$ cat config.mk
export PLATFORM = sky130hd
export DESIGN_NAME = lsc_pass
export DESIGN_NICKNAME = d
export VERILOG_FILES = /design/src/hw/rtl/lsc_pkg.sv /design/src/hw/rtl/lsc_pass.sv
export SDC_FILE = /design/constraint.sdc
export NUM_CORES = 2
export LEC_CHECK = 0
export BUFFER_PORTS_ARGS = -buffer_cell sky130_fd_sc_hd__buf_2
export CORE_MARGIN = 2
export CORE_UTILIZATION = 35
export DETAILED_ROUTE_END_ITERATION = 8
export GPL_TIMING_DRIVEN = 0
export PLACE_DENSITY = 0.51
export SLEW_MARGIN = 20
export SYNTH_ARGS = -nofsm -noshare
export SYNTH_HDL_FRONTEND = slang
export SYNTH_SLANG_ARGS = --single-unit
$ cat constraint.sdc
create_clock -name clk -period 15.05 [get_ports clk]
set_input_delay 1.505 -clock clk [delete_from_list [all_inputs] [get_ports clk]]
set_output_delay 1.505 -clock clk [all_outputs]
set_load 0.02 [all_outputs]
$ cat src/hw/rtl/lsc_pkg.sv
// Shared types, constants and helper functions for the line segment clipper.
package lsc_pkg;

	// Outcode bits.
	localparam logic [3:0] OC_LEFT   = 4'd1;
	localparam logic [3:0] OC_RIGHT  = 4'd2;
	localparam logic [3:0] OC_BOTTOM = 4'd4;
	localparam logic [3:0] OC_TOP    = 4'd8;

	// Configuration register indexes.
	localparam logic [1:0] REG_X_MIN = 2'd0;
	localparam logic [1:0] REG_X_MAX = 2'd1;
	localparam logic [1:0] REG_Y_MIN = 2'd2;
	localparam logic [1:0] REG_Y_MAX = 2'd3;

	localparam int CLIP_PASSES = 4;
	localparam int QUOT_W      = 32;
	localparam int DIV_STEPS   = 2;
	localparam int DIV_STAGES  = QUOT_W / DIV_STEPS;

	typedef struct packed {
		logic signed [15:0] x_min;
		logic signed [15:0] x_max;
		logic signed [15:0] y_min;
		logic signed [15:0] y_max;
	} lsc_win_t;

	// Segment state as it moves from pass to pass.
	typedef struct packed {
		logic signed [15:0] ax;
		logic signed [15:0] ay;
		logic signed [15:0] bx;
		logic signed [15:0] by;
		logic [3:0]         ca;
		logic [3:0]         cb;
		logic               done;
		logic               accept;
	} lsc_item_t;

	// Control of the clip operation inside one pass.
	typedef struct packed {
		logic               act;
		logic               sel_a;
		logic               xclip;
		logic signed [15:0] fixed;
		logic signed [15:0] base;
		logic               neg;
		logic               dz;
	} lsc_op_t;

	// Divider working set: partial remainder and dividend/quotient shift word.
	typedef struct packed {
		logic [17:0]       rem;
		logic [QUOT_W-1:0] nq;
	} lsc_div_t;

	function automatic logic [3:0] outcode(logic signed [15:0] x, logic signed [15:0] y,
			lsc_win_t w);
		logic [3:0] c;
		c = '0;
		if (y > w.y_max)
			c = c | OC_TOP;
		else if (y < w.y_min)
			c = c | OC_BOTTOM;
		if (x > w.x_max)
			c = c | OC_RIGHT;
		else if (x < w.x_min)
			c = c | OC_LEFT;
		return c;
	endfunction

	// A few restoring division steps, one quotient bit each.
	function automatic lsc_div_t div_step(lsc_div_t a, logic [16:0] den);
		lsc_div_t   r;
		logic [17:0] t;
		r = a;
		for (int i = 0; i < DIV_STEPS; i++) begin
			t = {r.rem[16:0], r.nq[QUOT_W-1]};
			r.nq = {r.nq[QUOT_W-2:0], 1'b0};
			if (t >= {1'b0, den}) begin
				t = t - {1'b0, den};
				r.nq[0] = 1'b1;
			end
			r.rem = t;
		end
		return r;
	endfunction

endpackage

$ cat src/hw/rtl/lsc_pass.sv
// One clip pass: decide, multiply, pipelined divide, move the endpoint.
module lsc_pass (
	input  logic               clk,
	input  logic               arst_n,
	input  logic               adv,
	input  lsc_pkg::lsc_win_t  win,
	input  logic               in_v,
	input  lsc_pkg::lsc_item_t in_item,
	output logic               out_v,
	output lsc_pkg::lsc_item_t out_item
);
	import lsc_pkg::*;

	lsc_item_t          dec_item;
	lsc_op_t            dec_op;
	logic signed [16:0] dec_d, dec_num, dec_den;
	logic [3:0]         co;

	logic               v_s1, v_s2;
	lsc_item_t          item_s1, item_s2;
	lsc_op_t            op_s1, op_s2;
	logic signed [16:0] d_s1, num_s1, den_s1, den_s2;
	logic signed [33:0] prod_s2;

	logic [33:0]        pmag;
	logic [16:0]        dmag;
	lsc_op_t            op_div0;

	logic               dv_v_s   [0:DIV_STAGES];
	lsc_item_t          dv_item_s[0:DIV_STAGES];
	lsc_op_t            dv_op_s  [0:DIV_STAGES];
	logic [16:0]        dv_den_s [0:DIV_STAGES];
	lsc_div_t           dv_s     [0:DIV_STAGES];

	logic [15:0]        q16;
	logic signed [15:0] res, nx, ny;
	lsc_item_t          fin_item;
	lsc_op_t            fop;

	// Decide what this pass does and set up the intersection operands.
	always_comb begin
		dec_item = in_item;
		dec_op   = '0;
		dec_d    = '0;
		dec_num  = '0;
		dec_den  = '0;
		co       = (in_item.ca != 4'd0) ? in_item.ca : in_item.cb;
		if (!in_item.done) begin
			if (in_item.ca == 4'd0 && in_item.cb == 4'd0) begin
				dec_item.accept = 1'b1;
				dec_item.done   = 1'b1;
			end else if ((in_item.ca & in_item.cb) != 4'd0) begin
				dec_item.done = 1'b1;
			end else begin
				dec_op.act   = 1'b1;
				dec_op.sel_a = (in_item.ca != 4'd0);
				dec_op.xclip = ((co & (OC_RIGHT | OC_LEFT)) != 4'd0);
			end
		end
		if ((co & (OC_RIGHT | OC_LEFT)) != 4'd0) begin
			dec_op.fixed = ((co & OC_RIGHT) != 4'd0) ? win.x_max : win.x_min;
			dec_op.base  = in_item.ay;
			dec_d   = 17'(in_item.by) - 17'(in_item.ay);
			dec_num = 17'(dec_op.fixed) - 17'(in_item.ax);
			dec_den = 17'(in_item.bx) - 17'(in_item.ax);
		end else begin
			dec_op.fixed = ((co & OC_TOP) != 4'd0) ? win.y_max : win.y_min;
			dec_op.base  = in_item.ax;
			dec_d   = 17'(in_item.bx) - 17'(in_item.ax);
			dec_num = 17'(dec_op.fixed) - 17'(in_item.ay);
			dec_den = 17'(in_item.by) - 17'(in_item.ay);
		end
	end

	// Stage 1: decision registers.
	always_ff @(posedge clk or negedge arst_n) begin
		if (!arst_n) begin
			v_s1 <= 1'b0;
		end else if (adv) begin
			v_s1 <= in_v;
		end
	end

	always_ff @(posedge clk) begin
		if (adv) begin
			item_s1 <= dec_item;
			op_s1   <= dec_op;
			d_s1    <= dec_d;
			num_s1  <= dec_num;
			den_s1  <= dec_den;
		end
	end

	// Stage 2: product of the delta and the distance to the edge.
	always_ff @(posedge clk or negedge arst_n) begin
		if (!arst_n) begin
			v_s2 <= 1'b0;
		end else if (adv) begin
			v_s2 <= v_s1;
		end
	end

	always_ff @(posedge clk) begin
		if (adv) begin
			item_s2 <= item_s1;
			op_s2   <= op_s1;
			prod_s2 <= d_s1 * num_s1;
			den_s2  <= den_s1;
		end
	end

	// Stage 3: magnitudes and quotient sign feed the divider.
	always_comb begin
		pmag = prod_s2[33] ? 34'(-prod_s2) : 34'(prod_s2);
		dmag = den_s2[16] ? 17'(-den_s2) : 17'(den_s2);
		op_div0     = op_s2;
		op_div0.neg = prod_s2[33] ^ den_s2[16];
		op_div0.dz  = (den_s2 == 17'sd0);
	end

	always_ff @(posedge clk or negedge arst_n) begin
		if (!arst_n) begin
			dv_v_s[0] <= 1'b0;
		end else if (adv) begin
			dv_v_s[0] <= v_s2;
		end
	end

	always_ff @(posedge clk) begin
		if (adv) begin
			dv_item_s[0] <= item_s2;
			dv_op_s[0]   <= op_div0;
			dv_den_s[0]  <= dmag;
			dv_s[0]      <= '{rem: '0, nq: pmag[QUOT_W-1:0]};
		end
	end

	// Divider stages, a few quotient bits each.
	for (genvar k = 1; k <= DIV_STAGES; k++) begin : g_div
		always_ff @(posedge clk or negedge arst_n) begin
			if (!arst_n) begin
				dv_v_s[k] <= 1'b0;
			end else if (adv) begin
				dv_v_s[k] <= dv_v_s[k-1];
			end
		end

		always_ff @(posedge clk) begin
			if (adv) begin
				dv_item_s[k] <= dv_item_s[k-1];
				dv_op_s[k]   <= dv_op_s[k-1];
				dv_den_s[k]  <= dv_den_s[k-1];
				dv_s[k]      <= div_step(dv_s[k-1], dv_den_s[k-1]);
			end
		end
	end

	// Final stage: new coordinate, endpoint update and fresh outcode.
	always_comb begin
		fop      = dv_op_s[DIV_STAGES];
		q16      = dv_s[DIV_STAGES].nq[15:0];
		if (fop.dz)
			res = fop.base;
		else if (fop.neg)
			res = fop.base - $signed(q16);
		else
			res = fop.base + $signed(q16);
		nx = fop.xclip ? fop.fixed : res;
		ny = fop.xclip ? res : fop.fixed;
		fin_item = dv_item_s[DIV_STAGES];
		if (fop.act) begin
			if (fop.sel_a) begin
				fin_item.ax = nx;
				fin_item.ay = ny;
				fin_item.ca = outcode(nx, ny, win);
			end else begin
				fin_item.bx = nx;
				fin_item.by = ny;
				fin_item.cb = outcode(nx, ny, win);
			end
		end
	end

	always_ff @(posedge clk or negedge arst_n) begin
		if (!arst_n) begin
			out_v <= 1'b0;
		end else if (adv) begin
			out_v <= dv_v_s[DIV_STAGES];
		end
	end

	always_ff @(posedge clk) begin
		if (adv) begin
			out_item <= fin_item;
		end
	end

endmodule

# After elaboration in Yosys (flattened, before gate mapping)
# Memory sizes are Yosys's and may differ from the RTL's.
# Index checks and enable logic that the tools add are counted.
# word_totals
n_memories	4
ram_bits	3026
rom_bits	0
latch_bits	0
regBits	414
word_cells	307
# memory_table
memory	words	width	read_ports	rd_clocked_by_memory_dff	write_ports	line_no	source
dv_item_s	17	74	17	0	17	lsc_pass.sv:30	lsc_item_t dv_item_s[0:DIV_STAGES];
dv_s	17	50	17	0	17	lsc_pass.sv:33	lsc_div_t dv_s [0:DIV_STAGES];
dv_op_s	17	37	17	0	17	lsc_pass.sv:31	lsc_op_t dv_op_s [0:DIV_STAGES];
dv_den_s	17	17	16	0	17	lsc_pass.sv:32	logic [16:0] dv_den_s [0:DIV_STAGES];
# op_classes
mul	1
muxes	156
eq_ne	0
bitwise_logic	2
order_cmp	36
addsub	40
n_div	0
shifts	0
reduce_logical	9
# ops
op	n
$mux 17	36
$ge 18x17->1	32
$mux 18	32
$sub 18x17->18	16
$sub 17x17->17	16
$mux 32	4
$mux 16	6
$mux 72	1
$mux 1	70
$sub 16x16->17	4
$mul 17x17->34	1
$gt 16x16->1	2
$lt 16x16->1	2
$neg 32->32	1
$logic_not 17->1	1
$neg 17->17	1
$add 16x16->16	1
$mux 4	4
$sub 16x16->16	1
$reduce_bool 4->1	3
$logic_not 4->1	2
$mux 3	2
$and 4x4->4	1
$reduce_or 3->1	1
4 further kinds	4

# Depth between registers and ports, before layout
# An unclocked memory read counts as a cell.
# logic_depth
ltp_word	12
ltp_mapped	26
depth_no_buf	26

# Least setup slack after synthesis
# OpenSTA, ideal clock, no wires.
# synth_timing
kind	reg-to-reg
startpoint	register num_s1[2]
endpoint	register prod_s2[33] (data pin)
t_arrival_ns	5.804
setup_time_ns	0.260
stages_incl_launch_ff	23
path_slack_ns	8.986
n_path_buf	2
required_time_ns	14.790
synth_period_minus_slack_ns	6.064
cell_sequence	edfxtp_1 clkbuf_1 nand2_1 inv_1 fa_1 fa_1 inv_1 fa_1 inv_1 fa_1 fa_1 inv_1 fa_1 inv_1 ha_1 clkbuf_1 nand3_1 a21boi_0 o32ai_1 a31o_2 o2111ai_1 a21oi_1 xnor2_1
# synth_between
elab_chain_len	1
# synth_lines
item	line_no	source
start, declared	lsc_pass.sv:22	logic signed [16:0] d_s1, num_s1, den_s1, den_s2;
start signal, assigned	lsc_pass.sv:89	num_s1 <= dec_num;
$mul 17x17->34	lsc_pass.sv:107	prod_s2 <= d_s1 * num_s1;
end signal, assigned	lsc_pass.sv:107	
end, declared	lsc_pass.sv:23	logic signed [33:0] prod_s2;
# No other way between the ends.
# A chain may end at the register's enable or synchronous reset.

==> summary.md <==
The setup check on the worst reg-to-reg path leaves a slack of 7.20 ns. Once placement completed, the tool counted placed cells totaling 15670. Post-CTS timing repair inserted 0 buffers for setup. Cells with a size suffix above 1 make up 11.59% of the layout. Ranked by total cell area, the synthesized netlist is headed by sky130_fd_sc_hd__edfxtp_1 65%, sky130_fd_sc_hd__ha_1 6.5%, sky130_fd_sc_hd__fa_1 4.6%, sky130_fd_sc_hd__mux2_2 3.1%, sky130_fd_sc_hd__xnor2_1 2.4%.

For the worst setup margin, the log shows 7.203 ns. Entering global routing, the biggest net connects 158 pins. The final period utilization works out to 52.14%.

Before antenna repair, the detailed router went through 6 iterations. Of the post-synthesis cell area, the dominant cell type holds 65.13%. The run gives 16.04% as the total routing usage reported by global routing. The run gives 0.96 ns as the latest clock arrival within the worst-skew pair. The horizontal extent of the die is 648.3 um. The run gives 413100 um^2 as the area of the core region.

The tools report the number of buffers added by the clock tree synthesis step as 348. The tree built by TritonCTS fans out to 3171 sinks. The final layout contains 11780 nets. The routed design could run at a clock period as short as 7.847 ns. The layout has 38010 filler cells.

In this run the worst path has a maximum fanout of 10. From synthesis to final layout, the design area changed by 13.64%. TritonCTS built the clock tree. After synthesis the cells add up to 145300 um^2. For this block, the routed nets add up to 341600 um of wire. Final antenna-violating net count: 0. The data required time at the worst endpoint is 15.69 ns.

Setup repair after global routing left no endpoint under its margin. Synthesized netlist net count: 11180. For the total global routing overflow, the log shows 0. The run gives 81080 as the number of global-route vias before repair.

Summing over every cut layer, the via total after detailed routing is 80450. After the flow finishes, the layout carries non-filler instances totaling 16310. The via count normalized by instance count works out to 4.932. After synthesis, the share of flip-flops with an asynchronous set or reset is 0.6307%. Post-synthesis area per instance: 14.60 um^2.

The setup TNS is 0 ns. The worst setup path is of the flip-flop to flip-flop kind. After synthesis, the netlist uses 87 different library cells.

The congestion estimate from routability-driven global placement came to 0.8984. The number of endpoints with negative hold slack in the final report is 0, and the floorplan die height is 648.3 um. The tightest hold path in the finished design has a slack of 0.3665 ns.

STA classifies the critical path startpoint as a flip-flop. The cell sitting at the root of the clock tree is a sky130_fd_sc_hd__clkbuf_16. Number of flops mapped to enable cells by yosys: 3151. The setup violation total in the final timing report was 0.

The clock skew is 0.09231 ns, and the number of rows created at floorplan is 236. The commonest cells after synthesis are 3151 x sky130_fd_sc_hd__edfxtp_1, 891 x sky130_fd_sc_hd__inv_1, 759 x sky130_fd_sc_hd__ha_1, 605 x sky130_fd_sc_hd__nand2_1, 459 x sky130_fd_sc_hd__nor2_1. The run gives 0 as the remaining routing DRC violations. For the pin with the worst max-slew slack, the measured transition is 1.253 ns. The H-tree was split into 5 levels. For the number of antenna violations at the first check in global routing, the log shows 61. After clock tree synthesis, the clock-pin slew on the worst setup and hold paths is 0.06 ns. The detailed placement HPWL came out at 254800 um.

The flow ran to the end, and the final reports show no timing, DRC or antenna violations. The first global-routing pass estimated 508500 um of wire. The tools report the critical path capture point type as a flip-flop.

After the first detailed-routing iteration, the DRC count stood at 6772. The synthesized design contains 3171 register bits. For this run, the number of Yosys warnings is 0. Pin placement for this block handled 217 I/O pins.

The worst pin sits at a relative slew slack of 14.10%. In this run the tool buffered the top-level ports with 216 buffer cells. Sequential elements use 65.47% of the synthesized area.

Dividing the detail-routed wire length by the instance count gives 20.94 um. Data on the critical path arrives at its endpoint at 8.48 ns. After technology mapping, the gate count stands at 9949. The most used standard cell by instance count after synthesis was sky130_fd_sc_hd__edfxtp_1. The logs give 4 for the largest buffer count on any clock path and 7.200 ns for the worst setup slack before clock tree synthesis. The cell accounting for the most synthesized area was sky130_fd_sc_hd__edfxtp_1. Number of slew-limit violations in the final report: 0. For the max-cap check violation count, the log shows 0. The maximum clock frequency is 127.4 MHz.

The die covers 420300 um^2. The post-cts repair resize count is 0. The worst hold path belongs to the class flip-flop to flip-flop. Once the floorplan was initialized, standard cells occupied 35.17% of the core. In the synthesized netlist the dominant register cell turns out to be sky130_fd_sc_hd__edfxtp_1. In this run, post-CTS hold repair placed 0 buffers.
per-layer routing:
layer / part of all wire, % / wire length, um / global-route usage, %
met4: 2.8 / 9656 / 4.394
met1: 45 / 152900 / 21.96
met3: 5.1 / 17380 / 2.412
met5: 0.012 / 42 / 0
met2: 47 / 161600 / 26.50
cells in the final DEF (no fill, tap or decap), types with 91 or more instances in the layout:
master,count
sky130_fd_sc_hd__a21o_1,159
sky130_fd_sc_hd__a21oi_1,449
sky130_fd_sc_hd__and2_1,184
sky130_fd_sc_hd__buf_2,229
sky130_fd_sc_hd__clkbuf_1,189
sky130_fd_sc_hd__clkbuf_16,352
sky130_fd_sc_hd__edfxtp_1,3151
sky130_fd_sc_hd__fa_1,331
sky130_fd_sc_hd__ha_1,759
sky130_fd_sc_hd__inv_1,891
sky130_fd_sc_hd__mux2_2,403
sky130_fd_sc_hd__nand2_1,605
sky130_fd_sc_hd__nand2b_1,97
sky130_fd_sc_hd__nand3_1,91
sky130_fd_sc_hd__nor2_1,459
sky130_fd_sc_hd__nor2b_1,92
sky130_fd_sc_hd__nor3_1,141
sky130_fd_sc_hd__o21a_1,107
sky130_fd_sc_hd__o21ai_0,420
sky130_fd_sc_hd__xnor2_1,399
sky130_fd_sc_hd__xor2_1,128
final cells by class:
cell class                 instances  area [um^2]  share of cell area [%]
clock buffer                     422         9091                   5.507
inverter                         894         3356                   2.033
buffer                           150        595.6                  0.3607
multi-input combinational       5734        46320                   28.06
timing repair buffer             250         1886                   1.142
tap                             5474         6849                   4.149
clock inverter                   207         1851                   1.121
antenna                           10        25.02                 0.01516
sequential                      3171        95120                   57.62
through the flow:
stage / cell area, um^2 / utilization, %
6_report: 165100 / 39.97
5_1_grt: 165100 / 39.96
4_1_cts: 165100 / 39.96
3_5_place_dp: 154100 / 37.31
3_3_place_gp: 153200 / 37.09
2_1_floorplan: 145300 / -
flip-flops by register name, indices dropped and copies added, names as in the netlist, 74 cells and up:
name,flops
item_s2,74
dv_den_s,272
item_s1,74
dv_op_s,629
out_item,74
dv_item_s,1258
dv_s,599
path summary, 6_finish.rpt:
check,start,to,cells past startpoint
worst max-delay path,dv_s[0][631],dv_s[0][693],24
worst min-delay path,item_s1[58],item_s2[58],0
worst max register to register,dv_s[0][631],dv_s[0][693],24
worst min register to register,item_s1[58],item_s2[58],0
max in group asynchronous,arst_n,dv_v_s[2],1
min in group asynchronous,arst_n,out_v,1
critical path, cell delays in order (launching register included):
cell,delay (ns)
sky130_fd_sc_hd__edfxtp_1,0.39
sky130_fd_sc_hd__inv_1,0.10
sky130_fd_sc_hd__ha_1,0.17
sky130_fd_sc_hd__inv_1,0.05
sky130_fd_sc_hd__fa_1,0.41
sky130_fd_sc_hd__a21o_1,0.21
sky130_fd_sc_hd__a221oi_1,0.45
sky130_fd_sc_hd__a21oi_1,0.30
sky130_fd_sc_hd__a221oi_1,0.46
sky130_fd_sc_hd__o21ai_0,0.25
sky130_fd_sc_hd__o21ai_0,0.65
sky130_fd_sc_hd__nand2_1,0.38
sky130_fd_sc_hd__buf_2,0.33
sky130_fd_sc_hd__mux2_2,0.36
sky130_fd_sc_hd__fa_1,0.44
sky130_fd_sc_hd__nand2b_1,0.19
sky130_fd_sc_hd__a21oi_1,0.24
sky130_fd_sc_hd__o221ai_1,0.24
sky130_fd_sc_hd__a21oi_1,0.28
sky130_fd_sc_hd__o21ai_0,0.29
sky130_fd_sc_hd__a21oi_1,0.22
sky130_fd_sc_hd__o21ai_0,0.12
sky130_fd_sc_hd__o211ai_2,0.25
sky130_fd_sc_hd__buf_2,0.39
sky130_fd_sc_hd__mux2_2,0.37
logic make-up (layout without fill, tap and decap cells):
family	count (synthesis)	in the layout	synth area share [%]
AOI/OAI and AO/OA	1629	1629	7.132
xor gates and xnor gates	527	527	3.177
adders and majority gates	1090	1090	11.10
buffers and inverters	1044	1923	2.717
DFF	3171	3171	65.47
muxes	497	497	3.772
other	0	10	0
and+or+nand+nor	1991	1991	6.629
Power is left out: the tool's default activity adds up to more than one toggle a clock period on the data nets, which glitch-free logic cannot reach.
